===== src/vtg_pkg.sv =====
// ----------------------------------------------------------------------------
// vtg_pkg: shared types and constants of the vector-tile geometry decoder
// Command ids, result kinds, the result record and the zigzag decode helper.
// ----------------------------------------------------------------------------
`default_nettype none

package vtg_pkg;

	localparam int WORD_W     = 32;
	localparam int CMD_ID_W   = 3;
	localparam int COUNT_W    = WORD_W - CMD_ID_W;
	localparam int KIND_W     = 2;
	localparam int OUT_DATA_W = 200;
	localparam int QUEUE_DEPTH = 3;
	localparam int QCNT_W     = $clog2(QUEUE_DEPTH + 1);

	localparam logic [CMD_ID_W-1:0] ID_MOVETO = 3'd1;
	localparam logic [CMD_ID_W-1:0] ID_LINETO = 3'd2;
	localparam logic [CMD_ID_W-1:0] ID_CLOSE  = 3'd7;

	localparam logic [KIND_W-1:0] KIND_MOVETO  = 2'd0;
	localparam logic [KIND_W-1:0] KIND_LINETO  = 2'd1;
	localparam logic [KIND_W-1:0] KIND_CLOSE   = 2'd2;
	localparam logic [KIND_W-1:0] KIND_SUMMARY = 2'd3;

	localparam logic signed [WORD_W-1:0] COORD_MAX = 32'sh7FFF_FFFF;
	localparam logic signed [WORD_W-1:0] COORD_MIN = 32'sh8000_0000;

	typedef struct packed {
		logic [KIND_W-1:0]        kind;
		logic signed [WORD_W-1:0] pos_x;
		logic signed [WORD_W-1:0] pos_y;
		logic signed [WORD_W-1:0] box_min_x;
		logic signed [WORD_W-1:0] box_min_y;
		logic signed [WORD_W-1:0] box_max_x;
		logic signed [WORD_W-1:0] box_max_y;
		logic                     box_valid;
		logic                     truncated;
		logic                     end_of_run;
	} result_t;

	// Zigzag decode: the low bit carries the sign.
	function automatic logic [WORD_W-1:0] zigzag(input logic [WORD_W-1:0] n);
		zigzag = (n >> 1) ^ {WORD_W{n[0]}};
	endfunction

endpackage

`default_nettype wire


===== src/vtg_decode.sv =====
// ----------------------------------------------------------------------------
// vtg_decode: geometry command decode and feature state
// Turns one registered word into up to two results and updates the cursor,
// the run state and the bounding box when the word is consumed.
// ----------------------------------------------------------------------------
`default_nettype none

module vtg_decode #(
	parameter int COORD_BITS = 32
) (
	input  wire                          clk,
	input  wire                          arst_n,
	input  wire                          fire,
	input  wire [vtg_pkg::WORD_W-1:0]    word,
	input  wire                          last_word,
	output vtg_pkg::result_t             res0,
	output vtg_pkg::result_t             res1,
	output logic [1:0]                   res_n
);
	import vtg_pkg::*;

	logic [COORD_BITS-1:0]    cursor_x_q, cursor_y_q, cursor_x_d, cursor_y_d;
	logic signed [WORD_W-1:0] min_x_q, min_y_q, max_x_q, max_y_q;
	logic signed [WORD_W-1:0] min_x_d, min_y_d, max_x_d, max_y_d;
	logic [COUNT_W-1:0]       pairs_left_q, pairs_left_d;
	logic                     run_kind_q, run_kind_d;
	logic                     have_dx_q, have_dx_d;
	logic [COORD_BITS-1:0]    held_dx_q, held_dx_d;
	logic                     any_point_q, any_point_d;

	logic [WORD_W-1:0]        zz;
	logic [CMD_ID_W-1:0]      cmd_id;
	logic [COORD_BITS-1:0]    nx, ny;
	logic signed [WORD_W-1:0] px, py, cx_ext, cy_ext;
	logic                     in_run;
	result_t                  first_res, summary;
	logic                     has_first;

	assign zz     = zigzag(word);
	assign cmd_id = word[CMD_ID_W-1:0];
	assign in_run = (pairs_left_q != '0);
	assign nx     = cursor_x_q + held_dx_q;
	assign ny     = cursor_y_q + zz[COORD_BITS-1:0];
	assign px     = WORD_W'(signed'(nx));
	assign py     = WORD_W'(signed'(ny));

	always_comb begin
		cursor_x_d   = cursor_x_q;
		cursor_y_d   = cursor_y_q;
		min_x_d      = min_x_q;
		min_y_d      = min_y_q;
		max_x_d      = max_x_q;
		max_y_d      = max_y_q;
		pairs_left_d = pairs_left_q;
		run_kind_d   = run_kind_q;
		have_dx_d    = have_dx_q;
		held_dx_d    = held_dx_q;
		any_point_d  = any_point_q;
		first_res    = '0;
		has_first    = 1'b0;

		if (in_run) begin
			if (!have_dx_q) begin
				held_dx_d = zz[COORD_BITS-1:0];
				have_dx_d = 1'b1;
			end else begin
				cursor_x_d   = nx;
				cursor_y_d   = ny;
				have_dx_d    = 1'b0;
				pairs_left_d = pairs_left_q - COUNT_W'(1);
				if (px < min_x_q) min_x_d = px;
				if (py < min_y_q) min_y_d = py;
				if (px > max_x_q) max_x_d = px;
				if (py > max_y_q) max_y_d = py;
				any_point_d     = 1'b1;
				first_res.kind  = run_kind_q ? KIND_LINETO : KIND_MOVETO;
				first_res.pos_x = px;
				first_res.pos_y = py;
				has_first       = 1'b1;
			end
		end else if (cmd_id == ID_MOVETO || cmd_id == ID_LINETO) begin
			pairs_left_d = word[WORD_W-1:CMD_ID_W];
			run_kind_d   = (cmd_id == ID_LINETO);
			have_dx_d    = 1'b0;
		end else if (cmd_id == ID_CLOSE) begin
			first_res.kind  = KIND_CLOSE;
			first_res.pos_x = WORD_W'(signed'(cursor_x_q));
			first_res.pos_y = WORD_W'(signed'(cursor_y_q));
			has_first       = 1'b1;
		end

		// The summary reports the state left behind by this word.
		cx_ext            = WORD_W'(signed'(cursor_x_d));
		cy_ext            = WORD_W'(signed'(cursor_y_d));
		summary           = '0;
		summary.kind      = KIND_SUMMARY;
		summary.pos_x     = cx_ext;
		summary.pos_y     = cy_ext;
		summary.truncated = (pairs_left_d != '0) || have_dx_d;
		summary.end_of_run = 1'b1;
		if (any_point_d) begin
			summary.box_min_x = min_x_d;
			summary.box_min_y = min_y_d;
			summary.box_max_x = max_x_d;
			summary.box_max_y = max_y_d;
			summary.box_valid = 1'b1;
		end

		res1 = '0;
		if (last_word) begin
			if (has_first) begin
				res0  = first_res;
				res1  = summary;
				res_n = 2'd2;
			end else begin
				res0  = summary;
				res_n = 2'd1;
			end
			// The feature is finished: back to the reset state.
			cursor_x_d   = '0;
			cursor_y_d   = '0;
			min_x_d      = COORD_MAX;
			min_y_d      = COORD_MAX;
			max_x_d      = COORD_MIN;
			max_y_d      = COORD_MIN;
			pairs_left_d = '0;
			run_kind_d   = 1'b0;
			have_dx_d    = 1'b0;
			held_dx_d    = '0;
			any_point_d  = 1'b0;
		end else begin
			res0            = first_res;
			res0.end_of_run = has_first;
			res_n           = has_first ? 2'd1 : 2'd0;
		end
	end

	always_ff @(posedge clk or negedge arst_n) begin
		if (!arst_n) begin
			cursor_x_q   <= '0;
			cursor_y_q   <= '0;
			min_x_q      <= COORD_MAX;
			min_y_q      <= COORD_MAX;
			max_x_q      <= COORD_MIN;
			max_y_q      <= COORD_MIN;
			pairs_left_q <= '0;
			run_kind_q   <= 1'b0;
			have_dx_q    <= 1'b0;
			held_dx_q    <= '0;
			any_point_q  <= 1'b0;
		end else if (fire) begin
			cursor_x_q   <= cursor_x_d;
			cursor_y_q   <= cursor_y_d;
			min_x_q      <= min_x_d;
			min_y_q      <= min_y_d;
			max_x_q      <= max_x_d;
			max_y_q      <= max_y_d;
			pairs_left_q <= pairs_left_d;
			run_kind_q   <= run_kind_d;
			have_dx_q    <= have_dx_d;
			held_dx_q    <= held_dx_d;
			any_point_q  <= any_point_d;
		end
	end

endmodule

`default_nettype wire


===== src/vtg_outq.sv =====
// ----------------------------------------------------------------------------
// vtg_outq: result queue
// A short shift queue that takes up to two results per cycle when it has
// room and hands one result per cycle to the port while out_ready is high.
// ----------------------------------------------------------------------------
`default_nettype none

module vtg_outq (
	input  wire                 clk,
	input  wire                 arst_n,
	input  wire vtg_pkg::result_t push0,
	input  wire vtg_pkg::result_t push1,
	input  wire  [1:0]          push_n,
	output logic                room,
	output logic                out_valid,
	input  wire                 out_ready,
	output vtg_pkg::result_t    out_res
);
	import vtg_pkg::*;

	result_t             slot_q [QUEUE_DEPTH];
	logic [QCNT_W-1:0]   cnt_q;
	logic [QCNT_W-1:0]   cnt_p;
	logic                pop;

	assign out_valid = (cnt_q != '0);
	assign out_res   = slot_q[0];
	assign pop       = out_valid && out_ready;
	assign cnt_p     = cnt_q - QCNT_W'(pop);
	// Two free entries after this cycle's pop make room for any item.
	assign room      = (cnt_p <= QCNT_W'(QUEUE_DEPTH - 2));

	always_ff @(posedge clk) begin
		for (int i = 0; i < QUEUE_DEPTH; i++) begin
			if (push_n != 2'd0 && cnt_p == QCNT_W'(i)) begin
				slot_q[i] <= push0;
			end else if (push_n == 2'd2 && cnt_p + QCNT_W'(1) == QCNT_W'(i)) begin
				slot_q[i] <= push1;
			end else if (pop && i < QUEUE_DEPTH - 1) begin
				slot_q[i] <= slot_q[(i + 1) % QUEUE_DEPTH];
			end
		end
	end

	always_ff @(posedge clk or negedge arst_n) begin
		if (!arst_n) begin
			cnt_q <= '0;
		end else begin
			cnt_q <= cnt_p + QCNT_W'(push_n);
		end
	end

endmodule

`default_nettype wire


===== src/vector_tile_geometry_decoder.sv =====
// ----------------------------------------------------------------------------
// vector_tile_geometry_decoder: vector-tile geometry command stream decoder
// Decodes MoveTo, LineTo and ClosePath commands with zigzag parameter pairs,
// emits points and close markers, and a bounding-box summary per feature.
// ----------------------------------------------------------------------------
// The block takes one geometry word per item, with tlast marking the final
// word of a feature. An item is first captured in an input register; once
// the queue has room, a single pass of decode logic consumes it, updates the
// cursor, the run state and the bounding box, and writes its results into a
// three-entry result queue that drives the output port. The block accepts
// one item per clock cycle while the result queue has room. Most items give
// zero or one result; the last word of a feature that also completes a point
// or carries ClosePath gives two (the point or close marker, then the
// summary), and the output port delivers one result per cycle while
// m_axis_tready is high, so such an item takes two queue entries. A result
// passes through the input register and a queue slot before it appears on
// the output. Cursor arithmetic wraps at COORD_BITS bits and positions are
// reported sign-extended to 32 bits. Command words with ids other than
// MoveTo, LineTo and ClosePath are ignored; they give no result but the
// summary when they end a feature.
// ----------------------------------------------------------------------------
`default_nettype none

module vector_tile_geometry_decoder #(
	parameter int COORD_BITS = 32
) (
	input  wire                                 clk,
	input  wire                                 arst_n,
	input  wire                                 s_axis_tvalid,
	output logic                                s_axis_tready,
	// tdata: word[31:0]
	input  wire  [vtg_pkg::WORD_W-1:0]          s_axis_tdata,
	input  wire                                 s_axis_tlast,
	output logic                                m_axis_tvalid,
	input  wire                                 m_axis_tready,
	// tdata: pos_x, pos_y, box_min_x, box_min_y, box_max_x, box_max_y,
	// box_valid, truncated, then zero fill to 200 bits.
	output logic [vtg_pkg::OUT_DATA_W-1:0]      m_axis_tdata,
	// tuser: kind[1:0]
	output logic [vtg_pkg::KIND_W-1:0]          m_axis_tuser,
	output logic                                m_axis_tlast
);
	import vtg_pkg::*;

	// Input register.
	logic              valid_s1;
	logic [WORD_W-1:0] word_s1;
	logic              last_s1;

	logic              fire;
	logic              room;
	result_t           res0, res1, out_res;
	logic [1:0]        res_n;

	// The registered item is consumed once the queue can hold both of its
	// possible results; a new item enters whenever the register frees up.
	assign fire          = valid_s1 && room;
	assign s_axis_tready = !valid_s1 || fire;

	always_ff @(posedge clk or negedge arst_n) begin
		if (!arst_n) begin
			valid_s1 <= 1'b0;
		end else if (s_axis_tready) begin
			valid_s1 <= s_axis_tvalid;
		end
	end

	always_ff @(posedge clk) begin
		if (s_axis_tready && s_axis_tvalid) begin
			word_s1 <= s_axis_tdata;
			last_s1 <= s_axis_tlast;
		end
	end

	vtg_decode #(
		.COORD_BITS(COORD_BITS)
	) u_decode (
		.clk       (clk),
		.arst_n    (arst_n),
		.fire      (fire),
		.word      (word_s1),
		.last_word (last_s1),
		.res0      (res0),
		.res1      (res1),
		.res_n     (res_n)
	);

	vtg_outq u_outq (
		.clk       (clk),
		.arst_n    (arst_n),
		.push0     (res0),
		.push1     (res1),
		.push_n    (fire ? res_n : 2'd0),
		.room      (room),
		.out_valid (m_axis_tvalid),
		.out_ready (m_axis_tready),
		.out_res   (out_res)
	);

	// Pack the result record onto the stream, first field in the low bits.
	assign m_axis_tdata = {6'd0, out_res.truncated, out_res.box_valid,
		out_res.box_max_y, out_res.box_max_x, out_res.box_min_y,
		out_res.box_min_x, out_res.pos_y, out_res.pos_x};
	assign m_axis_tuser = out_res.kind;
	assign m_axis_tlast = out_res.end_of_run;

endmodule

`default_nettype wire


===== config.mk =====
export PLATFORM = sky130hd
export DESIGN_NAME = vector_tile_geometry_decoder
export DESIGN_NICKNAME = d
export VERILOG_FILES = /design/src/vtg_pkg.sv /design/src/vtg_decode.sv /design/src/vtg_outq.sv /design/src/vector_tile_geometry_decoder.sv
export SDC_FILE = /design/constraint.sdc
export NUM_CORES = 2
export LEC_CHECK = 0
export BUFFER_PORTS_ARGS = -buffer_cell sky130_fd_sc_hd__buf_2
export CORE_ASPECT_RATIO = 1.4
export CORE_MARGIN = 2
export CORE_UTILIZATION = 67
export DETAILED_ROUTE_END_ITERATION = 8
export PLACE_DENSITY = 0.89
export SYNTH_ARGS = -nofsm -noshare
export SYNTH_HDL_FRONTEND = slang
export SYNTH_SLANG_ARGS = --single-unit

===== constraint.sdc =====
create_clock -name clk -period 22.7 [get_ports clk]
set_clock_uncertainty 0.15 [all_clocks]
set_input_delay 0 -clock clk [delete_from_list [all_inputs] [get_ports clk]]
set_output_delay 0 -clock clk [all_outputs]
set_load 0.03 [all_outputs]

==> results.md <==
* Max Buffers Root-to-Sink at 3
* Hold depth at 5
* Die area at 70,400 sq um
* Placed Instances at 5,169
* Post-Syn Instances at 4,249
* Synth Area per Inst at 10.8 sq um
* DR pass1 iterations at 8
* Vias per cell at 7.02
* Synth area leaders: edfxtp_1 (41%), dfrtp_1 (11%), ha_1 (5.3%)
* Worst Min Path Start: m_axis_tready
* NumNets Final at 4,696
* Global-route congestion overflow total at 0
* DRC violations left at 0
* Layout cells sized above 1 at 0.140
* Max_slew headroom at 0.0491
* Critical Path Source: word_s1[0]
* WL per Instance at 26.9 um
* CTS tree: yes
* Min Tclk post-route at 8.18 ns
* Clk root buf: clkbuf_16
* Final Max Tran Viols at 0
* Area of the multi-input gates at 18,700 sq um
* Critical Setup Path Class: reg -> reg
* Post-CTS setup buffer count at 0
* Initial antenna violation count at 1
* Number of synthesized register bits at 883
* Largest net degree at the start of global routing at 140
* # diodes at 0
* Fmax at 0.122 GHz
* Iter 0 DRT Violations at 5,323
* Unrepaired setup endpoints after global routing: no
* Fin cells at 5,394
* Worst Path Max Fanout at 47
* Vias in the first global route at 37,432
* Final WS setup at 14.52 ns
* Worst Hold Class: in -> reg
* FF+latch area at 25,300 sq um
* Antenna-violating nets left at 0
* Maxcap violations at 0
* GRT Total Usage at 0.410
* Synth Warn # at 0
* Critical Path Sink Type: register
* Num ports at 242
* TNS Setup at 0 ns
* H-Tree Depth at 3
* Fill cell count at 4,218
* FF-to-FF Start: word_s1[0]
* Die Y at 313 um
* Port bufs at 235
* Tcrit/Tclk final at 0.361
* Setup WS pre-CTS at 14.91 ns
* Die X at 225 um
* Initial Util at 0.675
* Status: completed
* Detailed Place HPWL at 92,200 um
* Number of synthesized flops with an enable pin at 624
* Clock slew at reported path FFs at 0.07 ns
* Sequential area share after synthesis at 0.553
* Arr. time, crit path at 8.58 ns
* CP startpoint kind: register
* TritonCTS Buffers at 82
* Yosys cell types at 95
* Mapped Area at 45,700 sq um
* Ys flop type: edfxtp_1
* Clk sinks at 883
* Worst EP required at 23.10 ns
* First-pass GRT wire length at 219,000 um
* Async S/R FF share, synth at 0.293
* Core Footprint at 67,700 sq um
* Std-Cell Rows at 113
* Area share of the largest cell type after synthesis at 0.410
* Hold Violations, Final at 0
* Clock Latency Late Sink at 0.67 ns
* Area Overhead vs Synth at 12.2%
* Tightest Pin Transition at 1.41 ns
* Hold_buf cts at 71
* CTS-repair resized insts at 0
* Worst r2r path cells at 26
* Post-synth top area cell: edfxtp_1
* Placer congestion estimate at 0.998
* Via Count at 37,872
* Setup-failing EPs final at 0
* Detailed Route WL at 145,000 um
-- stage by stage --
step / cell area [sq um] / hold slack (ns) / utilization
global route: 51300 / 0.272 / 0.757
CTS: 51300 / 0.163 / 0.757
global placement: 47800 / -0.0246 / 0.706
floorplan: 45700 / -0.446 / -
detailed placement: 47800 / -0.0312 / 0.706
finish: 51300 / 0.210 / 0.757
-- worst paths after layout --
| kind | slack, ns | to |
|---|---|---|
| setup / recovery | 14.52 | u_decode.max_y_q[13] |
| hold / removal | 0.21 | u_outq.slot_q[1][0] |
| setup reg to reg | 14.52 | u_decode.max_y_q[13] |
| hold reg to reg | 0.36 | u_decode.max_y_q[20] |
| max in group asynchronous | 20.23 | u_decode.max_x_q[2] |
| min in group asynchronous | 0.51 | u_decode.min_y_q[0] |
-- cells by family (layout without fill, tap and decap cells) --
family          after synthesis  count (layout)  synth area share
flops                       883             883             0.553
xor+xnor                    102             102            0.0195
compound gates             1279            1279             0.188
simple gates               1190            1190             0.117
fa+ha+maj                   197             197            0.0542
buf+inv                     486             764            0.0429
mux                         111             111            0.0245
other cells                   1               6         0.0000820
-- flip-flops by register name, summed over array words and instances (netlist names) --
register               cells
u_outq.cnt_q               2
u_outq.slot_q            591
u_decode.max_y_q          32
u_decode.min_y_q          32
u_decode.cursor_y_q       32
last_s1                    1
u_decode.any_point_q       1
u_decode.max_x_q          32
word_s1                   32
u_decode.have_dx_q         1
u_decode.cursor_x_q       32
u_decode.min_x_q          32
u_decode.held_dx_q        32
u_decode.run_kind_q        1
u_decode.pairs_left_q     29
valid_s1                   1
-- metal layers --
metal	GRT usage	wire (um)	vias to the layer above
li1	-	-	16207
met1	0.483	48200	18163
met2	0.662	68600	2840
met3	0.0806	15300	662
met4	0.317	12900	0
met5	0	0	-
-- cells in the mapped netlist (all sizes together) (29+ instances only) --
| cell | instances |
|---|---|
| inv | 200 |
| o22a | 32 |
| a21boi | 33 |
| xor2 | 58 |
| dfrtp | 195 |
| a22o | 120 |
| nor3 | 49 |
| buf | 84 |
| mux2i | 108 |
| o22ai | 46 |
| clkbuf | 200 |
| ha | 195 |
| edfxtp | 624 |
| a22oi | 80 |
| o21ai | 432 |
| a21oi | 219 |
| o311ai | 31 |
| and3 | 36 |
| a21o | 46 |
| nand4 | 59 |
| nor4 | 29 |
| dfstp | 64 |
| a221oi | 40 |
| nand3 | 60 |
| nor2 | 351 |
| xnor2 | 44 |
| nand2 | 513 |
-- area by class of cell --
class / instances / area share
Clock buffer: 105 / 0.0431
Clock inverter: 49 / 0.00959
Inverter: 202 / 0.0149
Multi-Input combinational cell: 2885 / 0.365
Sequential cell: 883 / 0.493
Tap cell: 862 / 0.0210
Timing Repair Buffer: 408 / 0.0528
-- worst max-delay path, cell delays in order (launching register included) --
cell and delay (ns):
edfxtp_1 0.34, buf_4 0.45, inv_1 0.13, ha_1 0.34
inv_1 0.06, ha_1 0.15, inv_1 0.06, fa_1 0.45
nor2b_1 0.18, o21bai_1 0.11, a21oi_1 0.46, o31ai_1 0.16
a21oi_1 0.53, a311o_1 0.36, nand3_1 0.16, and2_1 0.25
ha_1 0.30, nand3_1 0.09, or4_1 0.55, nor3_1 0.28
o311a_1 0.26, nor4_2 0.07, mux2i_4 0.50, buf_4 0.56
and2_1 0.66, a21oi_1 0.16, o22ai_1 0.25
-- placed cells by master, fill, tap and decap left out, drive strengths merged, types with 44 or more instances in the layout --
master / count
clkbuf: 105
o22ai: 46
a21o: 46
dfstp: 64
xor2: 58
xnor2: 44
ha: 195
a21oi: 219
nor2: 351
inv: 204
o21ai: 432
nand3: 60
buf: 338
nand2: 513
nand4: 59
a22oi: 80
dlygate4sd3: 70
dfrtp: 195
nor3: 49
a22o: 120
mux2i: 108
edfxtp: 624
Power is left out: the tool's default activity adds up to more than one toggle a clock period on the data nets, which glitch-free logic cannot reach.
